===== config.mk =====
export PLATFORM = sky130hd
export DESIGN_NAME = heartbeat_led_serial_color_flat
export DESIGN_NICKNAME = d
export VERILOG_FILES = /design/src/rtl/hbled_pkg.sv /design/src/rtl/hbled_if.sv /design/src/rtl/hbled_core.sv /design/src/rtl/hbled_ser.sv /design/src/rtl/heartbeat_led_serial_color.sv /design/src/flat_wrapper.sv
export SDC_FILE = /design/constraint.sdc
export NUM_CORES = 1
export LEC_CHECK = 0
export ABC_AREA = 1
export BUFFER_PORTS_ARGS = -buffer_cell sky130_fd_sc_hd__buf_2
export CAP_MARGIN = 20
export CORE_UTILIZATION = 40
export DETAILED_ROUTE_END_ITERATION = 6
export SLEW_MARGIN = 25
export SYNTH_ARGS = -nofsm -noshare
export SYNTH_HDL_FRONTEND = slang
export SYNTH_SLANG_ARGS = --single-unit
export TNS_END_PERCENT = 50

===== constraint.sdc =====
create_clock -name clk -period 8.1 [get_ports clk]
set_clock_uncertainty 0.2 [all_clocks]
set_input_delay 1.62 -clock clk [delete_from_list [all_inputs] [get_ports clk]]
set_output_delay 1.62 -clock clk [all_outputs]
set_load 0.005 [all_outputs]

===== src/rtl/hbled_pkg.sv =====
`timescale 1ns / 1ps
// ----------------------------------------------------------------------------
// hbled_pkg
// Shared types, codes and constants of the heartbeat LED blinker.
// ----------------------------------------------------------------------------
package hbled_pkg;

  localparam int SYMBOL_COUNT = 24;
  localparam int COLOR_W      = 24;
  localparam int CNT_W        = $clog2(SYMBOL_COUNT);
  localparam int NOW_W        = 32;
  localparam int FUNC_W       = 2;
  localparam int CFG_IDX_W    = 3;
  localparam int CFG_DATA_W   = 32;
  localparam int PULSE_W      = 4;

  // item codes
  localparam logic [FUNC_W-1:0] FUNC_TICK  = 2'd0;
  localparam logic [FUNC_W-1:0] FUNC_MARK  = 2'd1;
  localparam logic [FUNC_W-1:0] FUNC_ERROR = 2'd2;

  // register indexes
  localparam logic [CFG_IDX_W-1:0] CFG_SERIAL_MODE  = 3'd0;
  localparam logic [CFG_IDX_W-1:0] CFG_PIN_POLARITY = 3'd1;
  localparam logic [CFG_IDX_W-1:0] CFG_INTERVAL     = 3'd2;
  localparam logic [CFG_IDX_W-1:0] CFG_WINDOW       = 3'd3;
  localparam logic [CFG_IDX_W-1:0] CFG_IDLE_COLOR   = 3'd4;
  localparam logic [CFG_IDX_W-1:0] CFG_BUSY_COLOR   = 3'd5;
  localparam logic [CFG_IDX_W-1:0] CFG_FAULT_COLOR  = 3'd6;

  // result kinds
  localparam logic KIND_PIN    = 1'b0;
  localparam logic KIND_SYMBOL = 1'b1;

  // pulse lengths in 0.1 us
  localparam logic [PULSE_W-1:0] SYM_ZERO_HIGH = 4'd4;
  localparam logic [PULSE_W-1:0] SYM_ZERO_LOW  = 4'd8;
  localparam logic [PULSE_W-1:0] SYM_ONE_HIGH  = 4'd7;
  localparam logic [PULSE_W-1:0] SYM_ONE_LOW   = 4'd6;

  localparam logic [31:0] RST_INTERVAL = 32'd100;

  typedef struct packed {
    logic               start;
    logic               serial;
    logic               pin;
    logic [COLOR_W-1:0] grb;
  } job_t;

  // red, green, blue packed word to green, red, blue order
  function automatic logic [COLOR_W-1:0] grb_word(input logic [COLOR_W-1:0] rgb);
    grb_word = {rgb[15:8], rgb[23:16], rgb[7:0]};
  endfunction

endpackage


===== src/rtl/hbled_if.sv =====
`timescale 1ns / 1ps
// ----------------------------------------------------------------------------
// hbled_if
// Input and result channels of the heartbeat LED blinker.
// ----------------------------------------------------------------------------
interface hbled_in_if;
  logic        valid;
  logic        ready;
  logic [1:0]  func;
  logic [31:0] now_time;
  logic        error_value;

  modport source (output valid, output func, output now_time, output error_value,
                  input ready);
  modport sink   (input valid, input func, input now_time, input error_value,
                  output ready);
endinterface

interface hbled_out_if;
  logic       valid;
  logic       ready;
  logic       result_kind;
  logic       pin_level;
  logic       symbol_bit;
  logic [3:0] high_time;
  logic [3:0] low_time;
  logic       last_symbol;

  modport source (output valid, output result_kind, output pin_level,
                  output symbol_bit, output high_time, output low_time,
                  output last_symbol, input ready);
  modport sink   (input valid, input result_kind, input pin_level,
                  input symbol_bit, input high_time, input low_time,
                  input last_symbol, output ready);
endinterface


===== src/rtl/hbled_core.sv =====
`timescale 1ns / 1ps
// ----------------------------------------------------------------------------
// hbled_core
// Register file and blinker state; decides per word whether the LED toggles
// and which pin level or color goes out.
// ----------------------------------------------------------------------------
module hbled_core #(
  parameter int TIME_WIDTH = 32
) (
  input  logic                                 clk,
  input  logic                                 rst,
  input  logic                                 in_fire,
  input  logic [hbled_pkg::FUNC_W-1:0]         in_func,
  input  logic [hbled_pkg::NOW_W-1:0]          in_now,
  input  logic                                 in_err,
  input  logic                                 cfg_we,
  input  logic [hbled_pkg::CFG_IDX_W-1:0]      cfg_index,
  input  logic [hbled_pkg::CFG_DATA_W-1:0]     cfg_data,
  output hbled_pkg::job_t                      job
);
  import hbled_pkg::*;

  logic               serial_led_mode;
  logic               pin_polarity;
  logic [31:0]        toggle_interval;
  logic [31:0]        activity_window;
  logic [COLOR_W-1:0] idle_color;
  logic [COLOR_W-1:0] busy_color;
  logic [COLOR_W-1:0] fault_color;

  logic                  led_on;
  logic [TIME_WIDTH-1:0] last_toggle_time;
  logic [TIME_WIDTH-1:0] last_activity_time;
  logic                  error_flag;

  logic [TIME_WIDTH-1:0] now_t;
  logic [TIME_WIDTH-1:0] interval_t;
  logic [TIME_WIDTH-1:0] window_t;
  logic [TIME_WIDTH-1:0] elapsed;
  logic [TIME_WIDTH-1:0] since_act;
  logic                  due;
  logic                  activity;
  logic                  led_next;
  logic [COLOR_W-1:0]    color;

  assign now_t      = TIME_WIDTH'(in_now);
  assign interval_t = TIME_WIDTH'(toggle_interval);
  assign window_t   = TIME_WIDTH'(activity_window);
  assign elapsed    = now_t - last_toggle_time;
  assign since_act  = now_t - last_activity_time;
  assign due        = (elapsed >= interval_t);
  assign activity   = (window_t != '0) && (since_act <= window_t);
  assign led_next   = ~led_on;

  always_comb begin
    if (!led_next) begin
      color = '0;
    end else if (error_flag) begin
      color = fault_color;
    end else if (activity) begin
      color = busy_color;
    end else begin
      color = idle_color;
    end
  end

  assign job.start  = in_fire && (in_func == FUNC_TICK) && due;
  assign job.serial = serial_led_mode;
  assign job.pin    = pin_polarity ? led_next : ~led_next;
  assign job.grb    = grb_word(color);

  always_ff @(posedge clk) begin
    if (rst) begin
      serial_led_mode    <= 1'b0;
      pin_polarity       <= 1'b1;
      toggle_interval    <= RST_INTERVAL;
      activity_window    <= '0;
      idle_color         <= '0;
      busy_color         <= '0;
      fault_color        <= '0;
      led_on             <= 1'b0;
      last_toggle_time   <= '0;
      last_activity_time <= '0;
      error_flag         <= 1'b0;
    end else begin
      if (cfg_we) begin
        unique case (cfg_index)
          CFG_SERIAL_MODE:  serial_led_mode <= cfg_data[0];
          CFG_PIN_POLARITY: pin_polarity    <= cfg_data[0];
          CFG_INTERVAL:     toggle_interval <= cfg_data;
          CFG_WINDOW:       activity_window <= cfg_data;
          CFG_IDLE_COLOR:   idle_color      <= cfg_data[COLOR_W-1:0];
          CFG_BUSY_COLOR:   busy_color      <= cfg_data[COLOR_W-1:0];
          CFG_FAULT_COLOR:  fault_color     <= cfg_data[COLOR_W-1:0];
          default: ;
        endcase
      end
      if (in_fire) begin
        unique case (in_func)
          FUNC_MARK:  last_activity_time <= now_t;
          FUNC_ERROR: error_flag         <= in_err;
          FUNC_TICK: begin
            if (due) begin
              led_on           <= led_next;
              last_toggle_time <= now_t;
            end
          end
          default: ;
        endcase
      end
    end
  end

endmodule


===== src/rtl/hbled_ser.sv =====
`timescale 1ns / 1ps
// ----------------------------------------------------------------------------
// hbled_ser
// Job register and serializer: one pin word, or 24 pulse symbols msb first,
// into a result register.
// ----------------------------------------------------------------------------
module hbled_ser (
  input  logic                                clk,
  input  logic                                rst,
  input  hbled_pkg::job_t                     job,
  output logic                                job_free,
  input  logic                                out_ready,
  output logic                                out_valid,
  output logic                                result_kind,
  output logic                                pin_level,
  output logic                                symbol_bit,
  output logic [hbled_pkg::PULSE_W-1:0]       high_time,
  output logic [hbled_pkg::PULSE_W-1:0]       low_time,
  output logic                                last_symbol
);
  import hbled_pkg::*;

  logic               busy;
  logic               serial;
  logic               pin;
  logic [COLOR_W-1:0] shreg;
  logic [CNT_W-1:0]   idx;
  logic               advance;
  logic               last_of_job;
  logic               sbit;

  assign advance     = busy && (!out_valid || out_ready);
  assign last_of_job = !serial || (idx == CNT_W'(SYMBOL_COUNT - 1));
  assign job_free    = !busy || (advance && last_of_job);
  assign sbit        = shreg[COLOR_W-1];

  always_ff @(posedge clk) begin
    if (rst) begin
      busy      <= 1'b0;
      out_valid <= 1'b0;
    end else begin
      if (out_valid && out_ready && !advance) begin
        out_valid <= 1'b0;
      end
      if (advance) begin
        out_valid   <= 1'b1;
        result_kind <= serial ? KIND_SYMBOL : KIND_PIN;
        pin_level   <= serial ? 1'b0 : pin;
        symbol_bit  <= serial ? sbit : 1'b0;
        high_time   <= !serial ? '0 : (sbit ? SYM_ONE_HIGH : SYM_ZERO_HIGH);
        low_time    <= !serial ? '0 : (sbit ? SYM_ONE_LOW : SYM_ZERO_LOW);
        last_symbol <= last_of_job;
      end
      if (job.start) begin
        busy   <= 1'b1;
        serial <= job.serial;
        pin    <= job.pin;
        shreg  <= job.grb;
        idx    <= '0;
      end else if (advance) begin
        shreg <= shreg << 1;
        idx   <= idx + CNT_W'(1);
        if (last_of_job) begin
          busy <= 1'b0;
        end
      end
    end
  end

endmodule


===== src/rtl/heartbeat_led_serial_color.sv =====
`timescale 1ns / 1ps
// ----------------------------------------------------------------------------
// heartbeat_led_serial_color
// Heartbeat LED blinker with a plain pin or serial RGB LED output.
// ----------------------------------------------------------------------------
// Each word on in_ch is a tick, an activity mark or an error set/clear;
// other codes are ignored. A tick that finds the toggle interval elapsed
// flips the LED and starts a job. In pin mode a job yields one result word;
// in serial mode it yields 24 pulse symbols, green, red, blue, msb first,
// one per cycle from the serializer while out_ch is not stalled. in_ch is
// ready whenever the serializer has no job or is handing out the last word
// of its job, so in serial mode a toggling tick holds off the next input
// word until its last symbol is loaded into the result register. Time
// values are TIME_WIDTH bits and wrap.
// ----------------------------------------------------------------------------
module heartbeat_led_serial_color #(
  parameter int TIME_WIDTH = 32
) (
  input  logic                              clk,
  input  logic                              rst,
  hbled_in_if.sink                          in_ch,
  hbled_out_if.source                       out_ch,
  input  logic                              cfg_we,
  input  logic [hbled_pkg::CFG_IDX_W-1:0]   cfg_index,
  input  logic [hbled_pkg::CFG_DATA_W-1:0]  cfg_data
);
  import hbled_pkg::*;

  job_t job;
  logic job_free;
  logic in_fire;

  assign in_ch.ready = job_free;
  assign in_fire     = in_ch.valid && job_free;

  hbled_core #(
    .TIME_WIDTH (TIME_WIDTH)
  ) u_core (
    .clk       (clk),
    .rst       (rst),
    .in_fire   (in_fire),
    .in_func   (in_ch.func),
    .in_now    (in_ch.now_time),
    .in_err    (in_ch.error_value),
    .cfg_we    (cfg_we),
    .cfg_index (cfg_index),
    .cfg_data  (cfg_data),
    .job       (job)
  );

  hbled_ser u_ser (
    .clk         (clk),
    .rst         (rst),
    .job         (job),
    .job_free    (job_free),
    .out_ready   (out_ch.ready),
    .out_valid   (out_ch.valid),
    .result_kind (out_ch.result_kind),
    .pin_level   (out_ch.pin_level),
    .symbol_bit  (out_ch.symbol_bit),
    .high_time   (out_ch.high_time),
    .low_time    (out_ch.low_time),
    .last_symbol (out_ch.last_symbol)
  );

endmodule


===== src/flat_wrapper.sv =====
// flat-port wrapper written by rule: the top's interface ports become plain ports
module heartbeat_led_serial_color_flat import hbled_pkg::*;
#(
  parameter int TIME_WIDTH = 32
)
  (clk, rst, cfg_we, cfg_index, cfg_data, in_ch_valid, in_ch_func, in_ch_now_time, in_ch_error_value, in_ch_ready, out_ch_valid, out_ch_result_kind, out_ch_pin_level, out_ch_symbol_bit, out_ch_high_time, out_ch_low_time, out_ch_last_symbol, out_ch_ready);
  hbled_in_if in_ch_i ();
  hbled_out_if out_ch_i ();
  input  logic clk;
  input  logic rst;
  input  logic cfg_we;
  input  logic [hbled_pkg::CFG_IDX_W-1:0] cfg_index;
  input  logic [hbled_pkg::CFG_DATA_W-1:0] cfg_data;
  input wire logic [$bits(in_ch_i.valid)-1:0] in_ch_valid;
  input wire logic [$bits(in_ch_i.func)-1:0] in_ch_func;
  input wire logic [$bits(in_ch_i.now_time)-1:0] in_ch_now_time;
  input wire logic [$bits(in_ch_i.error_value)-1:0] in_ch_error_value;
  output wire logic [$bits(in_ch_i.ready)-1:0] in_ch_ready;
  output wire logic [$bits(out_ch_i.valid)-1:0] out_ch_valid;
  output wire logic [$bits(out_ch_i.result_kind)-1:0] out_ch_result_kind;
  output wire logic [$bits(out_ch_i.pin_level)-1:0] out_ch_pin_level;
  output wire logic [$bits(out_ch_i.symbol_bit)-1:0] out_ch_symbol_bit;
  output wire logic [$bits(out_ch_i.high_time)-1:0] out_ch_high_time;
  output wire logic [$bits(out_ch_i.low_time)-1:0] out_ch_low_time;
  output wire logic [$bits(out_ch_i.last_symbol)-1:0] out_ch_last_symbol;
  input wire logic [$bits(out_ch_i.ready)-1:0] out_ch_ready;
  assign in_ch_i.valid = in_ch_valid;
  assign in_ch_i.func = in_ch_func;
  assign in_ch_i.now_time = in_ch_now_time;
  assign in_ch_i.error_value = in_ch_error_value;
  assign in_ch_ready = in_ch_i.ready;
  assign out_ch_valid = out_ch_i.valid;
  assign out_ch_result_kind = out_ch_i.result_kind;
  assign out_ch_pin_level = out_ch_i.pin_level;
  assign out_ch_symbol_bit = out_ch_i.symbol_bit;
  assign out_ch_high_time = out_ch_i.high_time;
  assign out_ch_low_time = out_ch_i.low_time;
  assign out_ch_last_symbol = out_ch_i.last_symbol;
  assign out_ch_i.ready = out_ch_ready;
  heartbeat_led_serial_color #(.TIME_WIDTH(TIME_WIDTH)) u_core (.clk(clk), .rst(rst), .in_ch(in_ch_i), .out_ch(out_ch_i), .cfg_we(cfg_we), .cfg_index(cfg_index), .cfg_data(cfg_data));
endmodule

---- Yosys cells after proc, flatten, opt, wreduce, memory -nomap -nowiden ----
Index checks and enable logic that the tools add are counted.
operators by class
  equal/unequal tests ..................... 9
  magnitude comparators ................... 2
  reduce and logical (&&, ||, !) cells .... 35
  shifts and indexed selects .............. 0
  div/mod/pow operators ................... 0
  multipliers ............................. 0
  bitwise logic cells ..................... 2
  add/subtract/negate cells ............... 3
  multiplexer cells ....................... 15
operators with widths
  cell                 number
  $mux 24              5
  $sub 32x32->32       2
  $ge 32x32->1         1
  $le 32x32->1         1
  $reduce_bool 32->1   1
  $reduce_and 2->1     13
  $eq 3x3->1 const B   3
  $logic_and 1x1->1    8
  $mux 1               7
  $eq 3x2->1 const B   2
  $reduce_bool 2->1    3
  $add 5x1->5 const B  1
  $eq 5x5->1 const B   1
  $mux 5               1
  $logic_not 1->1      4
  $mux 4               1
  $eq 3x1->1 const B   1
  $logic_not 3->1      1
  $logic_or 1x1->1     3
  $reduce_and 3->1     1
  $eq 2x1->1 const B   1
  $eq 2x2->1 const B   1
  $logic_not 2->1      1
  $mux 2               1
  $not 1->1            2
word-level totals
  memory bits (writable) .................. 0
  register bits ........................... 249
  ROM bits ................................ 0
  memories ................................ 0
  bits in latches ......................... 0
  input port bits ......................... 75

---- Logic depth before layout (Yosys ltp) ----
Gate-level depths: netlist of the first run.
  depth after elaboration ................. 10
  mapped depth ............................ 28
  mapped depth without buffers ............ 27

---- Hierarchy ----
Synthesis of the first run repeated with hierarchy kept, for this count alone.
second synthesis, totals
  cells, all modules ...................... 2,146
  area, all modules ....................... 14,861.8 um^2
by module, submodules not included
  module                      area an instance (um^2)  cells each  times used  seq. area each (um^2)
  hbled_core                  13,168.9                 1,982       1           4,083.9
  hbled_ser                   1,685.4                  162         1           1,151.1
  heartbeat_led_serial_color  7.5                      2           1           0.0

---- Least setup slack after synthesis of the first run ----
Ideal clock, no wire load.
  path kind ............................... input to register
  start point ............................. in in_ch_now_time[0]
  end point ............................... reg u_core.u_ser.idx[0] (enable)
  path slack .............................. 1.630 ns
  path buffers ............................ 1
  stages on the path ...................... 23
  data arrival time ....................... 5.845 ns
  required time ........................... 7.475 ns
  path through ............................ inv_1 ha_1 inv_1 fa_1 nand3_1 nand2_1 nand3_1 nand2_1 a21boi_1 o21ai_0 nand3_1 nand2_1 xor2_1 ha_1 nand2_1 nor2_1 nand4_1 nor4_2 nand2_1 nand3_2 nand2_4 buf_2 a21oi_1
between the ends
  longest elaborated chain between the ends .. 5
RTL lines
  item                                line                RTL
  from (decl)                         flat_wrapper.sv:16  input wire logic [$bits(in_ch_i.now_time)-1:0] in_ch_now_time;
  $sub 32x32->32                      hbled_core.sv:49    assign elapsed = now_t - last_toggle_time;
  $ge 32x32->1                        hbled_core.sv:51    assign due = (elapsed >= interval_t);
  $logic_and 1x1->1                   hbled_core.sv:67    assign job.start = in_fire && (in_func == FUNC_TICK) && due;
  $reduce_bool 2->1 (no source line)  --
  $reduce_and 2->1 (no source line)   --
  to (signal assigned)                hbled_ser.sv:62     idx <= idx + CNT_W'(1);
  to (decl)                           hbled_ser.sv:27     logic [CNT_W-1:0] idx;
Every way passes these cells.
A chain may end at the register's enable or synchronous reset.

---- Worst setup path in the final report of the first run ----
  start point ............................. in in_ch_now_time[0]
  end point ............................... reg u_core.u_ser.shreg[13] (enable)
between the ends
  longest elaborated chain between the ends .. 5
RTL lines
  item                                line              RTL
  $sub 32x32->32                      hbled_core.sv:49
  $ge 32x32->1                        hbled_core.sv:51
  $logic_and 1x1->1                   hbled_core.sv:67
  $reduce_bool 2->1 (no source line)  --
  $reduce_and 2->1 (no source line)   --
  to (signal assigned)                hbled_ser.sv:58   shreg <= job.grb;
  to (signal assigned)                hbled_ser.sv:61   shreg <= shreg << 1;
  to (decl)                           hbled_ser.sv:26   logic [COLOR_W-1:0] shreg;
Every way passes these cells.

==> impl_metrics.env, run 1 <==
export IMPL_routed_wl_um=40290
export IMPL_final_antenna_net_count=0
export IMPL_busiest_layer="met2"
export IMPL_post_dp_cell_area_sq_um=15070
export IMPL_hold_buffers=0
export IMPL_initial_core_util_pct=40.54
export IMPL_syn_area_sq_um=14390
export IMPL_avgSynthCellArea_sq_um=7.160
export IMPL_clkTransAtPathRegs_ns=0.06
export IMPL_grt_max_degree=108
export IMPL_hold_path_class="flip-flop to flip-flop"
export IMPL_crit_fanout=60
export IMPL_vdd_drop_max_mv=0.1544
export IMPL_crit_family="simple AND/OR/NAND/NOR gates"
export IMPL_drt_iter0_drc=978
export IMPL_most_common_layout_cells="nor2_1, nand2_1, o21ai_0, inv_1, dfxtp_1"
export IMPL_cts_tree="yes"
export IMPL_crit_path_max_incr_delay_ns=0.79
export IMPL_nNetsFinal=2256
export IMPL_antenna_found_initial=0
export IMPL_globalRouteMet2Util_pct=37.47
export IMPL_grt_overflow_total=0
export IMPL_slew_viol_final=0
export IMPL_synth_async_sr_flop_share_pct=0
export IMPL_dr_pass1_iters=6
export IMPL_slew_limit_headroom_pct=33.50
export IMPL_clock_latency_ns=0.58
export IMPL_fin_cells=2534
export IMPL_tightest_slew_ns=0.9963
export IMPL_drc_errors=0
export IMPL_rsz0062_at_grt="no"
export IMPL_ys_flop_type="dfxtp_1"
export IMPL_cts_buffer_depth=3
export IMPL_drive_above_1_share_pct=7.477
export IMPL_fmax_mhz=152.8
export IMPL_setup_tns_ns=0
export IMPL_place_congestion=0.9251
export IMPL_num_rows=69
export IMPL_cp_arrival_ns=6.57
export IMPL_synth_cell_types=48
export IMPL_syn_inst=2009
export IMPL_hpwlAfterDp_um=29440
export IMPL_worstSetupPathType="primary input to flip-flop"
export IMPL_met1_usage_pct=30.52
export IMPL_grt_pass1_vias=12120
export IMPL_insertedDiodeCount=0
export IMPL_dieArea_sq_um=36730
export IMPL_nFillCells=3618
export IMPL_io_pins=89
export IMPL_grt_use_met3_pct=1.864
export IMPL_p_leak_nw=6.858
export IMPL_endpoint_kind="flip-flop"
export IMPL_cts_repair_resized=0
export IMPL_crit_slowest_cell="nor4b_1"
export IMPL_die_h_um=191.6
export IMPL_ctsHtreeMaxLevel=1
export IMPL_status="finished clean"
export IMPL_core_sq_um=35480
export IMPL_ys_seq_area_share_pct=36.39
export IMPL_crit_required_ns=8.13
export IMPL_wl_per_cell_um=15.90
export IMPL_viasPerCell=5.082
export IMPL_numCtsBuffers=28
export IMPL_die_w_um=191.6
export IMPL_final_common_cell="nor2_1"
export IMPL_synth_seq_cells=243
export IMPL_cp_common_cell="nand2_1"
export IMPL_track_usage_pct=22.42
export IMPL_synth_edf_count=37
export IMPL_power_density_nw_per_um2=216.5
export IMPL_cp_cell_sequence="buf_2 -> inv_1 -> ha_1 -> inv_1 -> fa_1 -> nand3_1 -> nand2_1 -> nand3_1 -> nand2_1 -> a21boi_1 -> o21ai_0 -> xor2_1 -> ha_1 -> nand2_1 -> nor2_1 -> nand2_1 -> nor4b_1 -> nand2_1 -> nand3_2 -> nand2_4 -> a21oi_2 -> buf_4"
export IMPL_root_buffer="clkbuf_16"
export IMPL_area_growth_pct=11.24
export IMPL_fin_crit_ns=6.547
export IMPL_final_area_sq_um=16000
export IMPL_finalHoldViolCount=0
export IMPL_clock_sinks=243
export IMPL_synth_warning_count=0
export IMPL_setup_viol=0
export IMPL_start_kind="primary input"
export IMPL_period_share_pct=80.82
export IMPL_cp_num_buf_inv=4
export IMPL_vias=12880
export IMPL_cap_violations=0
export IMPL_placed_cells=2483
export IMPL_post_cts_setup_buffers=0
export IMPL_port_buffers=86
export IMPL_grt_first_pass_wirelength_um=65300
[routing by layer]
metal	routed length [um]	up-vias
li1	-	6686
met1	19170	5859
met2	18500	277
met3	1622	55
met4	998	0
met5	0	-
[stage by stage]
| step | worst slack (ns) | hold slack (ns) | power [mW] | util, % |
|---|---|---|---|---|
| after floorplan | 1.630 | 0.2086 | 1.966 | - |
| after CTS | 1.697 | 0.2391 | 3.497 | 45.08 |
| final | 1.553 | 0.2511 | 3.465 | 45.10 |
| after global placement | 1.137 | 0.2188 | 2.203 | 42.46 |
| after global routing | 1.280 | 0.2507 | 3.674 | 45.10 |
| after detailed placement | 1.107 | 0.2235 | 2.215 | 42.47 |
[worst paths after layout]
| kind | end | slack, ns | depth (start not counted) | start |
|---|---|---|---|---|
| setup / recovery | u_core.u_ser.shreg[13] | 1.55 | 22 | in_ch_now_time[0] |
| hold / removal | u_core.u_ser.serial | 0.25 | 0 | u_core.u_core.serial_led_mode |
| setup reg to reg | u_core.u_ser.shreg[13] | 2.47 | 20 | u_core.u_core.last_toggle_time[0] |
| hold reg to reg | u_core.u_ser.serial | 0.25 | 0 | u_core.u_core.serial_led_mode |
[flip-flops by register name, indices dropped and copies added, names as in the netlist, 2 cells and up]
name,flops
u_core.u_core.activity_window,32
u_core.u_core.interval_t,32
u_core.u_core.last_activity_time,32
u_core.u_core.last_toggle_time,32
u_core.u_core.busy_color,24
u_core.u_core.fault_color,24
u_core.u_core.idle_color,24
u_core.u_ser.shreg,24
u_core.u_ser.idx,5
u_core.u_ser.high_time,2
[synth_stat cells (6+ instances only)]
library cell,count,share of area (%)
edfxtp_1,37,7.7
o21ai_0,235,8.2
o21bai_1,7,0.37
buf_6,7,0.55
dfxtp_1,206,29
xnor2_1,26,1.6
ha_1,127,11
clkbuf_1,56,1.5
nand4_1,18,0.78
xor2_1,36,2.2
a21oi_1,204,7.1
nand3_1,86,3.0
a21o_1,9,0.47
buf_4,9,0.47
nor2_1,350,9.1
o211ai_1,7,0.37
nand2_1,302,7.9
nor3_1,12,0.42
inv_1,222,5.8
nor4_1,6,0.26
[cell families (layout without fill, tap and decap cells)]
group                    count (synthesis)  count (layout)  synth area share (%)
adder cells (fa/ha/maj)                129             129                 11.32
AO/OA/AOI/OAI                          483             483                 17.58
XOR/XNOR                                62              62                 3.775
other                                    1               2               0.02607
AND/OR/NAND/NOR                        786             786                 22.27
buffers and inverters                  305             368                 8.637
flip-flops                             243             243                 36.39
[layout make-up]
class | count | area, sq um | share of cell area (%)
multi-input cells | 1462 | 7935 | 49.59
flip-flops and latches | 243 | 5235 | 32.72
clock buffers | 46 | 848.3 | 5.301
inverters | 224 | 848.3 | 5.301
well taps | 461 | 576.8 | 3.605
repair buffers | 93 | 483.0 | 3.018
clock inverters | 5 | 75.07 | 0.4692
[power breakdown]
| part | total, mW | switching (mW) | internal, mW |
|---|---|---|---|
| logic | 0.888 | 0.581 | 0.307 |
| clock network | 1.27 | 0.526 | 0.745 |
| registers | 1.31 | 0.0223 | 1.28 |
(Power assumes the default switching activity.)
==> inputs of run 2 (changes only) <==
Clock period 8.1 ns to 5.31 ns, I/O delays scaled along.
==> run 2 against run 1 <==
Clock-buffer cell count stayed put; cell area is 1.2% higher; critical path depth is 2 higher; setup slack worse by 0.95 ns.
==> impl_metrics.env, run 2 (synthesized netlist as in run 1, its figures left out) <==
export IMPL_crit_required_ns=5.38
export IMPL_insertedDiodeCount=0
export IMPL_setup_viol=0
export IMPL_slew_viol_final=0
export IMPL_clock_sinks=243
export IMPL_nNetsFinal=2276
export IMPL_die_h_um=191.6
export IMPL_fmax_mhz=212.5
export IMPL_grt_pass1_vias=11870
export IMPL_place_congestion=0.8915
export IMPL_cp_arrival_ns=4.78
export IMPL_met1_length_um=18980
export IMPL_clock_latency_ns=0.57
export IMPL_rsz0062_at_grt="no"
export IMPL_area_growth_pct=12.56
export IMPL_worstReg2RegStart="u_core.u_core.last_toggle_time[0]"
export IMPL_final_antenna_net_count=0
export IMPL_cts_repair_resized=0
export IMPL_grt_max_degree=111
export IMPL_post_cts_setup_buffers=0
export IMPL_fin_crit_ns=4.707
export IMPL_fin_util_pct=45.63
export IMPL_clkTransAtPathRegs_ns=0.06
export IMPL_dieArea_sq_um=36730
export IMPL_dr_pass1_iters=4
export IMPL_initial_core_util_pct=40.54
export IMPL_most_common_layout_cells="nor2_1, nand2_1, o21ai_0, inv_1, dfxtp_1"
export IMPL_cts_buffer_depth=3
export IMPL_crit_end="u_core.u_ser.shreg[11]"
export IMPL_cap_violations=0
export IMPL_cts_tree="yes"
export IMPL_period_share_pct=88.64
export IMPL_grt_overflow_total=0
export IMPL_drt_iter0_drc=909
export IMPL_crit_fanout=29
export IMPL_io_pins=89
export IMPL_track_usage_pct=21.86
export IMPL_reg2reg_depth=22
export IMPL_hold_buffers=0
export IMPL_power_density_nw_per_um2=328.1
export IMPL_routed_wl_um=40020
export IMPL_hold_start="u_core.u_core.serial_led_mode"
export IMPL_port_buffers=86
export IMPL_grt_first_pass_wirelength_um=63450
export IMPL_core_sq_um=35480
export IMPL_hold_path_class="flip-flop to flip-flop"
export IMPL_antenna_found_initial=0
export IMPL_final_common_cell="nor2_1"
export IMPL_setup_tns_ns=0
export IMPL_tightest_slew_ns=0.9517
export IMPL_dr_wl_met2_um=18230
export IMPL_numCtsBuffers=28
export IMPL_fin_ws_ns=0.6033
export IMPL_r2r_end="u_core.u_ser.shreg[11]"
export IMPL_die_w_um=191.6
export IMPL_num_rows=69
export IMPL_top_layer="met4"
export IMPL_vias=13040
export IMPL_viasPerCell=5.106
export IMPL_wl_met3_um=1834
export IMPL_start_kind="primary input"
export IMPL_p_leak_nw=6.962
export IMPL_root_buffer="clkbuf_16"
export IMPL_vdd_drop_max_mv=0.2428
export IMPL_ff2ff_setup_slack_ns=0.95
export IMPL_post_place_ws_ns=0.04926
export IMPL_endpoint_kind="flip-flop"
export IMPL_status="finished clean"
export IMPL_wl_per_cell_um=15.68
export IMPL_slew_limit_headroom_pct=36.48
export IMPL_finalHoldViolCount=0
export IMPL_worstSetupPathType="primary input to flip-flop"
export IMPL_drive_above_1_share_pct=8.126
export IMPL_ctsHtreeMaxLevel=1
export IMPL_startpoint="in_ch_now_time[0]"
export IMPL_drc_errors=0
export IMPL_hpwlAfterDp_um=29630
[run 2: critical path, stage by stage]
cell      delay (ns)
buf_2           0.11
inv_1           0.07
ha_1            0.14
inv_1           0.06
fa_1            0.39
nand3_1         0.09
nand2_1         0.10
nand3_1         0.08
nand2_1         0.07
a21boi_1        0.21
o21ai_0         0.21
nand3_1         0.12
nand2_1         0.08
xor2_1          0.15
ha_1            0.28
nand2_1         0.07
nor2_1          0.14
nand4_1         0.16
nor4_2          0.38
nand2_1         0.12
nand3_2         0.15
nand2_4         0.12
a21oi_4         0.17
buf_12          0.21
[run 2: per-stage QoR]
step	hold slack (ns)	instances	total power [mW]	area [sq um]
floorplan	0.2086	2010	3.000	14400
global placement	0.2159	2503	3.378	15250
detailed placement	0.2226	2503	3.408	15250
CTS	0.2383	2553	5.364	16180
global route	0.2649	2553	5.628	16190
finish	0.2404	2553	5.312	16190
[run 2: how the worst min path moves through the flow]
stage | endpoint | slack (ns) | depth (start not counted)
6_report | u_core.u_ser.serial | 0.24 | 0
5_1_grt | u_core.u_ser.serial | 0.26 | 0
4_1_cts | u_core.u_ser.serial | 0.24 | 0
3_5_place_dp | u_core.u_ser.serial | 0.22 | 0
3_3_place_gp | u_core.u_ser.serial | 0.22 | 0
2_1_floorplan | u_core.u_ser.serial | 0.21 | 0
[run 2: final cells by class]
class / count / area, sq um
Clock inverter: 4 / 70.07
Fill cell: 3614 / 19290
Sequential cell: 243 / 5235
Multi-Input combinational cell: 1462 / 7943
Timing Repair Buffer: 113 / 658.1
Inverter: 224 / 848.3
Clock buffer: 46 / 860.8
Tap cell: 461 / 576.8
[run 2: per-layer routing]
metal / GRT usage [%] / vias to the layer above
li1: - / 6734
met1: 30.31 / 5946
met2: 35.83 / 297
met3: 2.138 / 58
met4: 6.410 / 0
met5: 0 / -
[run 2: where the power goes]
part	internal, mW	switching (mW)
Sequential	1.96	0.0343
Combinational	0.500	0.882
Clock	1.15	0.783
Total	3.61	1.70
==> inputs of run 3 (changes only) <==
Settings changed: ABC_AREA 1 to unset.
==> run 3 against run 2 <==
The flow now finishes with violations (design-rule violations); clock power grew 12%; area after synthesis grew 1.3%; synthesized cell count shrank 6.7%; sequential cell count is the same; sequential power shrank 2%; critical path depth shrank 3; cell area grew 8.6%; setup slack lost 0.47 ns; first-iteration DRC count grew 3.4%; worst hold slack lost 0.0034 ns; combinational power shrank 18%; clock-buffer cell count shrank 8; largest power group is now the clock network.
==> impl_metrics.env, run 3 <==
export IMPL_crit_end="u_core.u_ser.shreg[6]"
export IMPL_area_growth_pct=20.62
export IMPL_ys_seq_area_share_pct=35.92
export IMPL_nFillCells=3518
export IMPL_track_usage_pct=23.05
export IMPL_syn_inst=1874
export IMPL_grt_pass1_vias=12880
export IMPL_synth_edf_count=37
export IMPL_synth_cell_types=66
export IMPL_crit_required_ns=5.45
export IMPL_final_common_cell="nand2_1"
export IMPL_finalHoldViolCount=0
export IMPL_start_kind="primary input"
export IMPL_fmax_mhz=193.0
export IMPL_grt_overflow_total=0
export IMPL_reg2reg_depth=19
export IMPL_place_congestion=0.8798
export IMPL_crit_path_max_incr_delay_ns=0.51
export IMPL_synth_async_sr_flop_share_pct=0
export IMPL_final_antenna_net_count=0
export IMPL_vdd_drop_max_mv=0.2996
export IMPL_cap_violations=0
export IMPL_most_common_layout_cells="nand2_1, a21oi_1, dfxtp_1, inv_1, buf_4"
export IMPL_status="complete, but fails checks"
export IMPL_clock_sinks=243
export IMPL_seq_area_sq_um=5236
export IMPL_numCtsBuffers=28
export IMPL_cts_buffer_depth=3
export IMPL_cts_tree="yes"
export IMPL_power_density_nw_per_um2=298.7
export IMPL_p_leak_nw=6.639
export IMPL_die_h_um=192.9
export IMPL_setup_tns_ns=0
export IMPL_vias=13600
export IMPL_drc_errors=8
export IMPL_antenna_found_initial=0
export IMPL_violations="design-rule violations"
export IMPL_synth_commonest_cells="nand2_1, a21oi_1, dfxtp_1"
export IMPL_die_w_um=192.9
export IMPL_drive_above_1_share_pct=15.48
export IMPL_insertedDiodeCount=0
export IMPL_tightest_slew_ns=1.064
export IMPL_num_rows=69
export IMPL_setup_viol=0
export IMPL_synth_warning_count=0
export IMPL_synth_largest_area_cell="dfxtp_1"
export IMPL_cp_common_cell="ha_1"
export IMPL_hold_depth=0
export IMPL_avgSynthCellArea_sq_um=7.776
export IMPL_ys_flop_type="dfxtp_1"
export IMPL_fin_util_pct=49.18
export IMPL_startpoint="in_ch_now_time[0]"
export IMPL_cp_arrival_ns=5.32
export IMPL_slew_limit_headroom_pct=29.09
export IMPL_grt_max_degree=116
export IMPL_crit_fanout=10
export IMPL_cp_cell_sequence="clkbuf_4 -> inv_12 -> ha_1 -> fa_1 -> nor2b_1 -> o31a_1 -> o21ba_2 -> a211o_4 -> o2111ai_4 -> a31oi_1 -> or4b_1 -> nand3_1 -> ha_1 -> nand4_1 -> buf_4 -> o211ai_1 -> a21oi_1 -> o22a_4 -> clkbuf_16 -> mux2i_1 -> a32o_1"
export IMPL_fin_crit_ns=5.182
export IMPL_viasPerCell=5.407
export IMPL_wl_per_cell_um=17.27
export IMPL_crit_slowest_cell="or4b_1"
export IMPL_dieArea_sq_um=37200
export IMPL_multi_input_area_sq_um=8544
export IMPL_yosysMostFrequentCell="nand2_1"
export IMPL_core_sq_um=35740
export IMPL_worstReg2RegStart="u_core.u_core.last_activity_time[2]"
export IMPL_dr_pass1_iters=7
export IMPL_period_share_pct=97.58
export IMPL_routed_wl_um=43420
export IMPL_synth_top_area_share_pct=28.30
export IMPL_synth_seq_cells=243
export IMPL_syn_area_sq_um=14570
export IMPL_clock_latency_ns=0.59
export IMPL_whs_ns=0.2371
export IMPL_worstSetupPathType="primary input to flip-flop"
export IMPL_r2r_end="u_core.u_ser.shreg[6]"
export IMPL_synthTopCellsByArea="dfxtp_1, ha_1, nand2_1"
export IMPL_grt_first_pass_wirelength_um=67720
export IMPL_endpoint_kind="flip-flop"
export IMPL_clkTransAtPathRegs_ns=0.06
export IMPL_io_pins=89
export IMPL_drt_iter0_drc=940
export IMPL_hold_path_class="flip-flop to flip-flop"
export IMPL_port_buffers=86
export IMPL_initial_core_util_pct=40.77
export IMPL_total_power_mw=5.251
export IMPL_ctsHtreeMaxLevel=1
export IMPL_ff2ff_setup_slack_ns=0.44
export IMPL_hpwlAfterDp_um=30830
export IMPL_slew_viol_final=0
export IMPL_nNetsFinal=2236
export IMPL_root_buffer="clkbuf_16"
## run 3: changes by cell type after synthesis, moves of 36 or more
cell,change
a21o_1,+36
a21oi_1,+71
inv_1,-76
nand2_1,+68
nor2_1,-242
o21ai_0,-167
## run 3: logic make-up after synthesis
logic type,share of synthesized area [%]
adder cells (fa/ha/maj),11.18
AND/OR/NAND/NOR,20.13
XOR/XNOR,2.945
flip-flops,35.92
multiplexers,1.786
AO/OA/AOI/OAI,21.39
buffers and inverters,6.628
other,0.02573
## run 3: cell type report
type / instances / share of cell area, %
Sequential cell: 243 / 29.79
Tap cell: 461 / 3.282
Multi-Input combinational cell: 1386 / 48.61
Inverter: 146 / 3.189
Clock buffer: 38 / 4.784
Clock inverter: 14 / 1.167
Timing Repair Buffer: 227 / 9.176
## run 3: critical path: cells and delay by family
family,cells,cell delay (ns)
AO/OA/AOI/OAI,9,2.16
AND/OR/NAND/NOR,4,0.85
multiplexers,1,0.12
adder cells (fa/ha/maj),3,0.51
buffers and inverters,4,0.61
## run 3: power breakdown
| part | switching (mW) | internal [mW] | leakage [nW] |
|---|---|---|---|
| sequential | 0.0282 | 1.92 | 2.01 |
| clock | 0.860 | 1.31 | 0.512 |
| combinational | 0.637 | 0.498 | 4.12 |
| total | 1.52 | 3.73 | 6.64 |
## run 3: per-layer routing
metal | vias to the layer above | GRT usage, % | wire [um]
met5 | - | 0 | 0
met4 | 0 | 6.541 | 1147
met3 | 63 | 2.801 | 2077
met2 | 296 | 38.79 | 20360
met1 | 6471 | 30.76 | 19840
li1 | 6769 | - | -
## run 3: metrics by stage
stage               std cells  instance area (sq um)  setup WS [ns]
global route             2515                  17580       -0.02547
CTS                      2509                  17370        0.01635
detailed placement       2457                  16320        -0.7084
finish                   2515                  17580         0.1284
floorplan                1875                  14650        -0.4263
global placement         2457                  16310        -0.5845
## run 3: repair_timing
action,CTS,global route
resized for setup,2,23
endpoints found under the setup margin,23,88
gates cloned,0,2
hold buffers,0,0
pin swaps,0,3
buffers inserted,0,3
## run 3: worst min-delay path by stage
| stage | start | end | slack, ns |
|---|---|---|---|
| 5_1_grt | u_core.u_core.serial_led_mode | u_core.u_ser.serial | 0.25 |
| 3_3_place_gp | u_core.u_core.serial_led_mode | u_core.u_ser.serial | 0.22 |
| 4_1_cts | u_core.u_core.serial_led_mode | u_core.u_ser.serial | 0.24 |
| 3_5_place_dp | u_core.u_core.serial_led_mode | u_core.u_ser.serial | 0.22 |
| 2_1_floorplan | u_core.u_core.serial_led_mode | u_core.u_ser.serial | 0.21 |
| 6_report | u_core.u_core.serial_led_mode | u_core.u_ser.serial | 0.24 |
